`config.mk`:
```
export PLATFORM = sky130hd
export DESIGN_NAME = windowed_outlier_rejecting_tracker_top
export DESIGN_NICKNAME = d
export VERILOG_FILES = /design/src/rtl/core/twt_pkg.sv /design/src/rtl/core/twt_div.sv /design/src/rtl/core/twt_dp.sv /design/src/rtl/core/twt_ctrl.sv /design/src/rtl/core/windowed_outlier_rejecting_tracker_top.sv
export SDC_FILE = /design/constraint.sdc
export NUM_CORES = 2
export LEC_CHECK = 0
export ABC_CLOCK_PERIOD_IN_PS = 9300
export BUFFER_PORTS_ARGS = -buffer_cell sky130_fd_sc_hd__buf_2
export CORE_ASPECT_RATIO = 1.2
export CORE_UTILIZATION = 35
export DETAILED_ROUTE_END_ITERATION = 10
export PLACE_DENSITY = 0.61
export SLEW_MARGIN = 20
export SYNTH_ARGS = -nofsm -noshare
export SYNTH_HDL_FRONTEND = slang
export SYNTH_SLANG_ARGS = --single-unit
```
`constraint.sdc`:
```
create_clock -name clk -period 9.3 [get_ports clk]
set_clock_uncertainty 0.15 [all_clocks]
set_input_delay 0.93 -clock clk [delete_from_list [all_inputs] [get_ports clk]]
set_output_delay 0.93 -clock clk [all_outputs]
set_load 0.05 [all_outputs]
```
`src/rtl/core/twt_pkg.sv`:
```
`default_nettype none
package twt_pkg;

	localparam int DEPTH      = 16;
	localparam int IDX_W      = $clog2(DEPTH);
	localparam int CNT_W      = $clog2(DEPTH + 1);
	localparam int STAMP_W    = 32;
	localparam int PIX_W      = 12;
	localparam int SUM_W      = PIX_W + CNT_W;
	localparam int DIV_CNT_W  = $clog2(SUM_W + 1);
	localparam int TGT_W      = 14;
	localparam int OUT_CNT_W  = 5;

	// frame_width / 5 is taken as (frame_width * 3277) >> 14, exact for 12-bit widths.
	localparam int RECIP5     = 3277;
	localparam int RECIP_SH   = 14;
	localparam int LIM_W      = 10;
	localparam int LIMN_W     = LIM_W + CNT_W;

	localparam int CFG_IDX_W  = 1;
	localparam int CFG_DATA_W = 32;
	localparam logic [CFG_IDX_W-1:0] REG_FRAME_WIDTH  = 1'd0;
	localparam logic [CFG_IDX_W-1:0] REG_WINDOW_TICKS = 1'd1;
	localparam logic [PIX_W-1:0]     FRAME_WIDTH_RST  = 12'd640;
	localparam logic [STAMP_W-1:0]   WINDOW_TICKS_RST = 32'd1000000;

	typedef struct packed {
		logic [STAMP_W-1:0] stamp;
		logic [PIX_W-1:0]   left_x;
		logic [PIX_W-1:0]   obj_width;
	} in_t;

	typedef struct packed {
		logic signed [TGT_W-1:0] target;
		logic                    found;
		logic [OUT_CNT_W-1:0]    kept_count;
		logic [OUT_CNT_W-1:0]    inlier_count;
	} out_t;

	typedef struct packed {
		logic load;
		logic append;
		logic drop;
		logic walk_start;
		logic sum_step;
		logic limit;
		logic limn;
		logic test_step;
		logic div_start;
		logic div_sel;
		logic take_qx;
		logic emit;
	} cmd_t;

	typedef struct packed {
		logic expired;
		logic walk_last;
		logic div_done;
		logic out_busy;
	} sts_t;

endpackage
`default_nettype wire

```
`src/rtl/core/twt_div.sv`:
```
`default_nettype none
module twt_div (
	input  wire logic                           clk,
	input  wire logic                           arst_n,
	input  wire logic                           start,
	input  wire logic [twt_pkg::SUM_W-1:0]      dividend,
	input  wire logic [twt_pkg::CNT_W-1:0]      divisor,
	output logic                                done,
	output logic [twt_pkg::SUM_W-1:0]           quotient
);

	logic                              busy_q;
	logic                              done_q;
	logic [twt_pkg::DIV_CNT_W-1:0]     cnt_q;
	logic [twt_pkg::CNT_W-1:0]         rem_q;
	logic [twt_pkg::SUM_W-1:0]         quo_q;
	logic [twt_pkg::CNT_W:0]           trial;
	logic                              fits;

	// Restoring division, one quotient bit per cycle, MSB first.
	assign trial = {rem_q, quo_q[twt_pkg::SUM_W-1]};
	assign fits  = trial >= {1'b0, divisor};

	always_ff @(posedge clk or negedge arst_n) begin
		if (!arst_n) begin
			busy_q <= 1'b0;
			done_q <= 1'b0;
			cnt_q  <= '0;
		end else begin
			done_q <= 1'b0;
			if (start) begin
				busy_q <= 1'b1;
				cnt_q  <= twt_pkg::DIV_CNT_W'(twt_pkg::SUM_W);
			end else if (busy_q) begin
				cnt_q <= cnt_q - 1'b1;
				if (cnt_q == twt_pkg::DIV_CNT_W'(1)) begin
					busy_q <= 1'b0;
					done_q <= 1'b1;
				end
			end
		end
	end

	always_ff @(posedge clk) begin
		if (start) begin
			rem_q <= '0;
			quo_q <= dividend;
		end else if (busy_q) begin
			if (fits) begin
				rem_q <= twt_pkg::CNT_W'(trial - {1'b0, divisor});
			end else begin
				rem_q <= twt_pkg::CNT_W'(trial);
			end
			quo_q <= {quo_q[twt_pkg::SUM_W-2:0], fits};
		end
	end

	assign done     = done_q;
	assign quotient = quo_q;

endmodule
`default_nettype wire

```
`src/rtl/core/twt_dp.sv`:
```
`default_nettype none
module twt_dp (
	input  wire logic                              clk,
	input  wire logic                              arst_n,
	input  wire twt_pkg::in_t                      in_data,
	input  wire logic                              cfg_we,
	input  wire logic [twt_pkg::CFG_IDX_W-1:0]     cfg_index,
	input  wire logic [twt_pkg::CFG_DATA_W-1:0]    cfg_data,
	input  wire twt_pkg::cmd_t                     cmd,
	output twt_pkg::sts_t                          sts,
	output logic                                   out_valid,
	input  wire logic                              out_stall,
	output twt_pkg::out_t                          out_data
);

	function automatic logic [twt_pkg::IDX_W-1:0] next_idx(
		input logic [twt_pkg::IDX_W-1:0] idx
	);
		if (idx == twt_pkg::IDX_W'(twt_pkg::DEPTH - 1)) begin
			return '0;
		end
		return idx + 1'b1;
	endfunction

	logic [twt_pkg::PIX_W-1:0]    fw_q;
	logic [twt_pkg::STAMP_W-1:0]  win_q;
	twt_pkg::in_t                 cur_q;

	logic [twt_pkg::STAMP_W-1:0]  mem_stamp_q [twt_pkg::DEPTH];
	logic [twt_pkg::PIX_W-1:0]    mem_x_q     [twt_pkg::DEPTH];
	logic [twt_pkg::PIX_W-1:0]    mem_w_q     [twt_pkg::DEPTH];

	logic [twt_pkg::IDX_W-1:0]    oldest_q;
	logic [twt_pkg::CNT_W-1:0]    count_q;
	logic [twt_pkg::IDX_W-1:0]    ptr_q;
	logic [twt_pkg::CNT_W-1:0]    k_q;
	logic [twt_pkg::SUM_W-1:0]    sum_q;
	logic [twt_pkg::LIM_W-1:0]    lim_q;
	logic [twt_pkg::LIMN_W-1:0]   limn_q;
	logic [twt_pkg::SUM_W-1:0]    sx_q;
	logic [twt_pkg::SUM_W-1:0]    sw_q;
	logic [twt_pkg::CNT_W-1:0]    ni_q;
	logic [twt_pkg::SUM_W-1:0]    qx_q;
	twt_pkg::out_t                out_q;
	logic                         out_valid_q;

	logic [twt_pkg::CNT_W:0]      tail_sum;
	logic [twt_pkg::IDX_W-1:0]    tail;
	logic [twt_pkg::STAMP_W-1:0]  age;
	logic [twt_pkg::PIX_W-1:0]    cur_x;
	logic [twt_pkg::SUM_W-1:0]    nx;
	logic [twt_pkg::SUM_W:0]      dev;
	logic [twt_pkg::SUM_W-1:0]    dev_abs;
	logic                         inlier;
	logic [2*twt_pkg::PIX_W-1:0]  fw_prod;
	logic                         div_done;
	logic [twt_pkg::SUM_W-1:0]    quotient;
	logic [twt_pkg::SUM_W-1:0]    target_sum;

	// Ring slot after the newest entry; equals the oldest slot when the store is full.
	assign tail_sum = (twt_pkg::CNT_W + 1)'(oldest_q) + (twt_pkg::CNT_W + 1)'(count_q);
	assign tail     = (tail_sum >= (twt_pkg::CNT_W + 1)'(twt_pkg::DEPTH))
	                ? twt_pkg::IDX_W'(tail_sum - (twt_pkg::CNT_W + 1)'(twt_pkg::DEPTH))
	                : twt_pkg::IDX_W'(tail_sum);

	assign age   = cur_q.stamp - mem_stamp_q[oldest_q];
	assign cur_x = mem_x_q[ptr_q];

	assign nx      = twt_pkg::SUM_W'(count_q) * twt_pkg::SUM_W'(cur_x);
	assign dev     = {1'b0, nx} - {1'b0, sum_q};
	assign dev_abs = dev[twt_pkg::SUM_W] ? twt_pkg::SUM_W'(-dev) : twt_pkg::SUM_W'(dev);
	assign inlier  = dev_abs < twt_pkg::SUM_W'(limn_q);

	assign fw_prod = (2 * twt_pkg::PIX_W)'(fw_q) * (2 * twt_pkg::PIX_W)'(twt_pkg::RECIP5);

	always_ff @(posedge clk or negedge arst_n) begin
		if (!arst_n) begin
			fw_q        <= twt_pkg::FRAME_WIDTH_RST;
			win_q       <= twt_pkg::WINDOW_TICKS_RST;
			oldest_q    <= '0;
			count_q     <= '0;
			out_valid_q <= 1'b0;
		end else begin
			if (cfg_we) begin
				case (cfg_index)
					twt_pkg::REG_FRAME_WIDTH:  fw_q  <= twt_pkg::PIX_W'(cfg_data);
					twt_pkg::REG_WINDOW_TICKS: win_q <= cfg_data;
					default: ;
				endcase
			end
			if (cmd.append) begin
				if (count_q == twt_pkg::CNT_W'(twt_pkg::DEPTH)) begin
					oldest_q <= next_idx(oldest_q);
				end else begin
					count_q <= count_q + 1'b1;
				end
			end else if (cmd.drop) begin
				oldest_q <= next_idx(oldest_q);
				count_q  <= count_q - 1'b1;
			end
			if (cmd.emit) begin
				out_valid_q <= 1'b1;
			end else if (!out_stall) begin
				out_valid_q <= 1'b0;
			end
		end
	end

	always_ff @(posedge clk) begin
		if (cmd.load) begin
			cur_q <= in_data;
		end
		if (cmd.append) begin
			mem_stamp_q[tail] <= cur_q.stamp;
			mem_x_q[tail]     <= cur_q.left_x;
			mem_w_q[tail]     <= cur_q.obj_width;
			sum_q             <= '0;
		end
		if (cmd.walk_start) begin
			ptr_q <= oldest_q;
			k_q   <= '0;
		end
		if (cmd.sum_step) begin
			sum_q <= sum_q + twt_pkg::SUM_W'(cur_x);
			ptr_q <= next_idx(ptr_q);
			k_q   <= k_q + 1'b1;
		end
		if (cmd.limit) begin
			lim_q <= twt_pkg::LIM_W'(fw_prod >> twt_pkg::RECIP_SH);
			sx_q  <= '0;
			sw_q  <= '0;
			ni_q  <= '0;
		end
		if (cmd.limn) begin
			limn_q <= twt_pkg::LIMN_W'(lim_q) * twt_pkg::LIMN_W'(count_q);
		end
		if (cmd.test_step) begin
			if (inlier) begin
				sx_q <= sx_q + twt_pkg::SUM_W'(cur_x);
				sw_q <= sw_q + twt_pkg::SUM_W'(mem_w_q[ptr_q]);
				ni_q <= ni_q + 1'b1;
			end
			ptr_q <= next_idx(ptr_q);
			k_q   <= k_q + 1'b1;
		end
		if (cmd.take_qx) begin
			qx_q <= quotient;
		end
		if (cmd.emit) begin
			out_q.found        <= ni_q != '0;
			out_q.kept_count   <= twt_pkg::OUT_CNT_W'(count_q);
			out_q.inlier_count <= twt_pkg::OUT_CNT_W'(ni_q);
			if (ni_q != '0) begin
				out_q.target <= signed'(twt_pkg::TGT_W'(target_sum));
			end else begin
				out_q.target <= '1;
			end
		end
	end

	assign target_sum = qx_q + (quotient >> 1);

	twt_div u_div (
		.clk      (clk),
		.arst_n   (arst_n),
		.start    (cmd.div_start),
		.dividend (cmd.div_sel ? sw_q : sx_q),
		.divisor  (ni_q),
		.done     (div_done),
		.quotient (quotient)
	);

	assign sts.expired   = (count_q != '0) && (age > win_q);
	assign sts.walk_last = k_q == (count_q - 1'b1);
	assign sts.div_done  = div_done;
	assign sts.out_busy  = out_valid_q && out_stall;

	assign out_valid = out_valid_q;
	assign out_data  = out_q;

endmodule
`default_nettype wire

```
`src/rtl/core/twt_ctrl.sv`:
```
`default_nettype none
module twt_ctrl (
	input  wire logic             clk,
	input  wire logic             arst_n,
	input  wire logic             in_valid,
	output logic                  in_stall,
	input  wire twt_pkg::sts_t    sts,
	output twt_pkg::cmd_t         cmd
);

	localparam logic [3:0] S_IDLE      = 4'd0;
	localparam logic [3:0] S_APPEND    = 4'd1;
	localparam logic [3:0] S_EXPIRE    = 4'd2;
	localparam logic [3:0] S_SUM       = 4'd3;
	localparam logic [3:0] S_LIMIT     = 4'd4;
	localparam logic [3:0] S_LIMN      = 4'd5;
	localparam logic [3:0] S_TEST      = 4'd6;
	localparam logic [3:0] S_DIVX_GO   = 4'd7;
	localparam logic [3:0] S_DIVX_WAIT = 4'd8;
	localparam logic [3:0] S_DIVW_GO   = 4'd9;
	localparam logic [3:0] S_DIVW_WAIT = 4'd10;
	localparam logic [3:0] S_FINISH    = 4'd11;

	logic [3:0] state_q;
	logic [3:0] state_d;

	assign in_stall = state_q != S_IDLE;

	always_comb begin
		state_d = state_q;
		cmd     = '0;
		case (state_q)
			S_IDLE: begin
				if (in_valid) begin
					cmd.load = 1'b1;
					state_d  = S_APPEND;
				end
			end
			S_APPEND: begin
				cmd.append = 1'b1;
				state_d    = S_EXPIRE;
			end
			S_EXPIRE: begin
				// Drop one stale entry per cycle from the oldest end.
				if (sts.expired) begin
					cmd.drop = 1'b1;
				end else begin
					cmd.walk_start = 1'b1;
					state_d        = S_SUM;
				end
			end
			S_SUM: begin
				cmd.sum_step = 1'b1;
				if (sts.walk_last) begin
					state_d = S_LIMIT;
				end
			end
			S_LIMIT: begin
				cmd.limit = 1'b1;
				state_d   = S_LIMN;
			end
			S_LIMN: begin
				cmd.limn       = 1'b1;
				cmd.walk_start = 1'b1;
				state_d        = S_TEST;
			end
			S_TEST: begin
				cmd.test_step = 1'b1;
				if (sts.walk_last) begin
					state_d = S_DIVX_GO;
				end
			end
			S_DIVX_GO: begin
				cmd.div_start = 1'b1;
				state_d       = S_DIVX_WAIT;
			end
			S_DIVX_WAIT: begin
				if (sts.div_done) begin
					cmd.take_qx = 1'b1;
					state_d     = S_DIVW_GO;
				end
			end
			S_DIVW_GO: begin
				cmd.div_start = 1'b1;
				cmd.div_sel   = 1'b1;
				state_d       = S_DIVW_WAIT;
			end
			S_DIVW_WAIT: begin
				if (sts.div_done) begin
					state_d = S_FINISH;
				end
			end
			S_FINISH: begin
				if (!sts.out_busy) begin
					cmd.emit = 1'b1;
					state_d  = S_IDLE;
				end
			end
			default: begin
				state_d = S_IDLE;
			end
		endcase
	end

	always_ff @(posedge clk or negedge arst_n) begin
		if (!arst_n) begin
			state_q <= S_IDLE;
		end else begin
			state_q <= state_d;
		end
	end

endmodule
`default_nettype wire

```
`src/rtl/core/windowed_outlier_rejecting_tracker_top.sv`:
```
// Channel    Signals                         Direction  Beat
// input      in_valid, in_stall, in_data     in         one detection (stamp, left_x, obj_width)
// output     out_valid, out_stall, out_data  out        one result (target, found, counts)
// config     cfg_we, cfg_index, cfg_data     in         one register write, no handshake
//
// A new beat is accepted only once the previous one has been fully processed and its result
// handed to the output register; in_stall is high in every state but idle.
// The store is walked one entry per cycle for expiry, for the sum and for the inlier test, and
// a one-bit-per-cycle divider runs twice, once for each of the two averages.
// Reset clears the store to empty and loads the register defaults; entry contents are not cleared.
// A result waits in the output register while the next detection is taken and processed.
`default_nettype none
module windowed_outlier_rejecting_tracker_top (
	input  wire logic                              clk,
	input  wire logic                              arst_n,
	input  wire logic                              in_valid,
	output logic                                   in_stall,
	input  wire twt_pkg::in_t                      in_data,
	output logic                                   out_valid,
	input  wire logic                              out_stall,
	output twt_pkg::out_t                          out_data,
	input  wire logic                              cfg_we,
	input  wire logic [twt_pkg::CFG_IDX_W-1:0]     cfg_index,
	input  wire logic [twt_pkg::CFG_DATA_W-1:0]    cfg_data
);

	twt_pkg::cmd_t cmd;
	twt_pkg::sts_t sts;

	twt_ctrl u_ctrl (
		.clk      (clk),
		.arst_n   (arst_n),
		.in_valid (in_valid),
		.in_stall (in_stall),
		.sts      (sts),
		.cmd      (cmd)
	);

	twt_dp u_dp (
		.clk       (clk),
		.arst_n    (arst_n),
		.in_data   (in_data),
		.cfg_we    (cfg_we),
		.cfg_index (cfg_index),
		.cfg_data  (cfg_data),
		.cmd       (cmd),
		.sts       (sts),
		.out_valid (out_valid),
		.out_stall (out_stall),
		.out_data  (out_data)
	);

endmodule
`default_nettype wire

```
**Word-level counts from Yosys, hierarchy flattened**

Memories as Yosys holds them, arrays and structs flattened. A register that Yosys moved wholly into a read port is not among the register bits.
Cells that the tools add are included.
Widths: inputs -> output; s select.

- Bits in registers: 272
- Bits in latches: 0
- Bits in writable memories: 896
- Bits in read-only memories: 0
- Input bits: 94
- Output and inout bits: 27
- Word-level logic and storage cells: 179
- Memories: 3

- Add/sub/neg operators: 17
- $mul: 3
- Div/mod/pow operators: 0
- Order comparisons: 4
- Eq/ne operators: 26
- Shift-type cells: 0
- Mux-type cells: 82
- Bitwise logic cells: 1
- Reduce and logical (&&, ||, !) cells: 16

Memories:

| memory | words | bits a word | rd ports | clocked after Yosys merged registers in | write ports | line | source |
|---|---|---|---|---|---|---|---|
| u_dp.mem_stamp_q | 16 | 32 | 1 | 0 | 1 | twt_dp.sv:29 | `logic [twt_pkg::STAMP_W-1:0] mem_stamp_q [twt_pkg::DEPTH];` |
| u_dp.mem_w_q | 16 | 12 | 1 | 1 | 1 | twt_dp.sv:31 | `logic [twt_pkg::PIX_W-1:0] mem_w_q [twt_pkg::DEPTH];` |
| u_dp.mem_x_q | 16 | 12 | 1 | 1 | 1 | twt_dp.sv:30 | `logic [twt_pkg::PIX_W-1:0] mem_x_q [twt_pkg::DEPTH];` |

Operators by type and width:

| kind | number |
|---|---|
| $mux 17 | 12 |
| $mux 4 | 22 |
| $mux 5 | 12 |
| $add 17x12->17 | 3 |
| $pmux 4 s12 | 1 |
| $mux 1 | 34 |
| $gt 32x32->1 | 1 |
| $sub 32x32->32 | 1 |
| $eq 4x4->1 const B | 6 |
| $mul 12x12->24 const B | 1 |
| $sub 17x17->18 | 1 |
| $lt 17x15->1 | 1 |
| $mul 5x12->17 | 1 |
| $neg 17->17 | 1 |
| $eq 4x3->1 const B | 4 |
| $add 5x1->5 const B | 3 |
| $mul 10x5->15 | 1 |
| $add 14x14->14 | 1 |
| $ne 2x2->1 const B | 6 |
| $reduce_bool 5->1 | 2 |
| $sub 5x1->5 const B | 2 |
| $add 4x1->4 const B | 2 |
| $eq 4x2->1 const B | 2 |
| $ne 2x1->1 const B | 4 |
| other kinds (19) | 25 |

**Depth between registers and ports, before layout**

An unclocked memory read counts as a cell.

- Word-level depth: 11
- Depth in mapped cells: 33
- Gate-level depth less buffers: 28

**By module**

From an unflattened synthesis, not the netlist that was laid out.

- Cell total of the unflattened synthesis: 3490
- Area total of the unflattened synthesis: 56228.9 sq um

Modules (own cells, without submodules):

| module | times used | cells an instance | area an instance (sq um) | sequential area each (sq um) |
|---|---|---|---|---|
| twt_dp | 1 | 3313 | 54322.1 | 33513.4 |
| twt_div | 1 | 124 | 1535.2 | 785.8 |
| twt_ctrl | 1 | 53 | 371.6 | 100.1 |

**Worst setup path before layout**

OpenSTA, ideal clock, no wires.

- Path type: register to register
- From: reg (tool-made name)
- To: reg u_dp.sx_q[12] (netlist name)
- Data arrival time: 8.589 ns
- Required time: 9.067 ns
- Setup slack: 0.478 ns
- Stages on the path, launching flop included: 31
- Cell sequence: dfxtp_1 > clkbuf_1 > buf_1 > mux4_2 > mux4_2 > and2_1 > fa_1 > fa_1 > inv_1 > fa_1 > inv_1 > ha_1 > clkbuf_1 > o21a_1 > a2111oi_0 > nor3_1 > or2_1 > a221oi_1 > xnor2_1 > clkbuf_1 > nand2_1 > xnor2_1 > ha_1 > a21o_1 > a211oi_1 > a21oi_1 > o2111a_1 > a2111oi_0 > o21ai_0 > or4_1 > o221ai_1

RTL lines:

| element | line | source |
|---|---|---|
| end signal, assigned | twt_dp.sv:139 | `sx_q <= sx_q + twt_pkg::SUM_W'(cur_x);` |
| end, declared | twt_dp.sv:40 | `logic [twt_pkg::SUM_W-1:0] sx_q;` |

==> metrics.txt <==
CTS Buf Count=119; Worst Path Buf+Inv=4; R2R setup slack=0.58 ns; CP Capture Point=u_dp.sw_q[8]$_DFF_P_; Final Critical Period=between 8 and 9 ns; sequential element share of the synthesized area=between 60% and 70%; number of flops mapped to enable cells by yosys=1059; Area after DPL=~59000 um2; std cell rows=160; Reg2Reg Capture Point=u_dp.sw_q[8]$_DFF_P_; Clock transition at path regs=0.06 ns; Max Cap Viol=0; relative slew slack=28.9%; initial antenna violation count=15; Clock Sinks=1172; run status=finished clean; met3 Usage GRT=under 10%; sequential power share=approximately half; Routability Congestion=around 0.83; Critical Path Sink Type=register; nets=between 4000 and 5000; Psw=about 0.0029 W; Int Pwr=around 0.009 W; GRT met1 Usage=a little over a fifth; synthesis-to-finish area growth=13.3%; cells after synthesis=roughly 3500; GRT overflow=0; asr flop ratio synth=about 5.5%; combinational share of power=between 10% and 20%; Slew @ Worst Pin=between 1 and 1.5 ns; largest net degree at the start of global routing=between 40 and 50; #FFs+latches synth=roughly 1200; Fillers=approximately 14000; number of global-route vias before repair=between 30000 and 40000; Worst EP required=9.81 ns; Detailed Routing Iterations Pass 1=5; die area=between 150000 and 200000 um2; Post-Syn Area per Cell=approximately 16 um2; global route hottest layer=met2; total track usage=around 16%; Power Dens Cells=approximately 190 nW/um2; Skew-Pair Late Insertion Delay=0.74 ns; clk buf depth=3; I/O Buffers=between 100 and 150; CP delay by family, top=compound AO/OA/AOI/OAI gates; Iteration-0 DRC Markers=between 2000 and 2500; IO Count=~120; layout cells sized above 1=19.8%; footprint of the multi-input gates=between 15000 and 20000 um2; placed wire-length estimate=a little over 80000 um; mean routed wirelength per cell=approximately 22 um; WP data arrival=9.23 ns; final core utilization=between 30% and 40%; routed vias/inst=5.12; Leakage=around 23 nW; Syn. warnings=0; Max VDD drop=0.000168 V; Slew Limit Fails=0; CP Launch Type=register; Top FF cell, synth=edfxtp_1; Crit Path Class=reg2reg; Distinct cells, synth=84; CP Max Fanout=22; HP Class=in2reg; H-tree Lvls=3; largest stage delay on the critical path=about 0.60 ns; Clk pwr share=roughly 39%; synth top area cells=edfxtp_1 57%, mux4_2 11%, ha_1 6.3%; Syn Nets=approximately 4000; DRC Markers=0; R2R depth=28; final WL=about 130000 um; Levels on crit path=28; Initial Util=about a third; highest attainable clock frequency=0.115 GHz; Core Area=roughly 160000 um2; Final Power=about 0.012 W; sw frac=24.0%; final setup vio count=0; Die W=~370 um; global-route wire length before repair=between 150000 and 200000 um; Seq. cell area=between 30000 and 40000 um2; Fin. Hold Viols=0; Finished Cell Area=between 60000 and 70000 um2; CTS tree=built; Top cell by count, worst path=fa_1; Root Driver=clkbuf_16; Final ANT Viol Nets=0; total number of vias=30200; dominant cell type by area after synthesis=edfxtp_1; post-synth top area share=~57%; RSZ-0062 raised after global routing=no; final period utilization=between 90% and 100%; DIE HEIGHT=between 400 and 500 um; Post-Synthesis Cell Area=approximately 56000 um2; worst hold stages=1; Post-CTS Setup Inserts=0; met2 usage=around 27%; Crit-path slowest cell=mux4_2
[stage by stage]
step / TNS (ns) / hold WS [ns] / std cells / worst slack, ns
2_1_floorplan: 0 / 0.273 / 3492 / 0.478
3_3_place_gp: 0 / 0.290 / 5673 / 0.0376
3_5_place_dp: -0.240 / 0.293 / 5673 / -0.0365
4_1_cts: 0 / 0.159 / 5898 / 0.0317
5_1_grt: 0 / 0.185 / 5899 / 0.0478
6_report: 0 / 0.207 / 5899 / 0.578
[layout by cell type, fill, tap and decap left out, types with 15 or more instances in the layout]
| cell type | instances |
|---|---|
| nor3_1 | 50 |
| mux4_2 | 280 |
| nand3_1 | 44 |
| a21o_1 | 48 |
| mux2_2 | 51 |
| nor2_4 | 16 |
| nand4_1 | 19 |
| fa_1 | 115 |
| buf_4 | 68 |
| o21ai_1 | 21 |
| nand2_1 | 159 |
| clkbuf_16 | 122 |
| o211ai_1 | 17 |
| dfxtp_1 | 45 |
| inv_1 | 310 |
| a21oi_1 | 84 |
| nor2_1 | 105 |
| clkinv_2 | 20 |
| edfxtp_1 | 1059 |
| o21a_1 | 21 |
| clkbuf_1 | 28 |
| clkinv_1 | 29 |
| ha_1 | 280 |
| nor2b_1 | 21 |
| mux2i_1 | 33 |
| a211oi_1 | 15 |
| and2_1 | 94 |
| xor2_1 | 45 |
| o21ai_0 | 89 |
| dfrtp_1 | 52 |
| buf_2 | 119 |
| xnor2_1 | 89 |
[registers in the layout, summed over array words and instances (netlist names), 4 cells and up, named ones only]
signal and count:
u_dp.sum_q 17, u_dp.ptr_q 4, u_dp.ni_q 5, u_dp.count_q 5
u_dp.win_q 32, u_dp.u_div.quotient 17, u_dp.cur_q 56, u_dp.fw_q 12
u_dp.out_data 25, u_dp.mem_stamp_q 512, u_dp.mem_w_q 192, u_dp.sw_q 17
u_dp.sx_q 17, u_dp.mem_x_q 192, u_dp.oldest_q 4, u_dp.lim_q 10
u_dp.u_div.rem_q 5, u_dp.u_div.cnt_q 5, u_dp.k_q 5, u_ctrl.state_q 4
u_dp.limn_q 15, u_dp.qx_q 14
[timing repair]
action	CTS	global route
endpoints found under the setup margin	24	39
resized for setup	1	5
endpoints found under the hold margin	3	0
hold buffers	1	0
pin swaps	0	0
[per-layer routing]
metal / vias to the layer above / share of wire (%) / wire length (um)
met3: 202 / 5.0 / 6470
met2: 693 / 49 / 62800
met5: - / 0.062 / 80
li1: 13700 / - / -
met1: 15600 / 43 / 55600
met4: 12 / 2.7 / 3420
[power groups by stage]
stage / clock network (W) / registers, W / logic [W]
2_1_floorplan: 0 / 0.00589 / 0.00115
3_3_place_gp: 0 / 0.00591 / 0.00150
3_5_place_dp: 0 / 0.00591 / 0.00153
4_1_cts: 0.00480 / 0.00580 / 0.00156
5_1_grt: 0.00499 / 0.00580 / 0.00179
6_report: 0.00469 / 0.00579 / 0.00152
[how the worst min path moves through the flow]
stage	start	to	slack (ns)
2_1_floorplan	u_dp.count_q[4]$_DFFE_PN0P_	u_dp.out_data[9]$_DFFE_PP_	0.27
5_1_grt	in_data[49]	u_dp.cur_q[49]$_DFFE_PP_	0.18
3_3_place_gp	u_dp.u_div.quotient[0]$_DFFE_PP_	u_dp.qx_q[0]$_DFFE_PP_	0.29
4_1_cts	in_data[49]	u_dp.cur_q[49]$_DFFE_PP_	0.16
3_5_place_dp	u_dp.u_div.quotient[0]$_DFFE_PP_	u_dp.qx_q[0]$_DFFE_PP_	0.29
6_report	in_data[49]	u_dp.cur_q[49]$_DFFE_PP_	0.21
[area by class of cell]
cell class	count	area share [%]
antenna	1	0.00396
clock buffer	153	5.04
clock inverter	71	0.973
inverter	310	1.84
multi-input combinational	1891	31.6
sequential	1172	54.4
tap	2106	4.16
timing repair buffer	195	1.99
[synthesized netlist by cell type, types with 13 or more instances]
cell      count
mux2_2       51
nor3_1       50
and3_1       14
edfxtp_1   1059
nand4_1      19
o21ai_1      21
fa_1        115
o21bai_1     14
nor2b_1      21
xnor2_1      89
o21ai_0      90
xor2_1       45
nand3_1      44
dfrtp_1      56
o211ai_1     17
dfxtp_1      48
nand2b_1     13
mux4_2      280
and2_1       94
nor2_1      123
a31oi_1      14
ha_1        280
buf_1        29
nand2_1     160
mux2i_1      33
clkbuf_1     84
o21a_1       21
a21oi_1      85
a211oi_1     15
a21o_1       48
inv_1       310
[logic make-up after synthesis]
kind of cell	after synthesis	share of synthesized area, %
muxes	364	12.9
DFF	1172	61.6
and+or+nand+nor	584	5.19
AOI/OAI and AO/OA	414	4.92
buffers and inverters	429	2.90
xor gates and xnor gates	134	2.10
adders and majority gates	395	10.4
(Power assumes the default switching activity.)
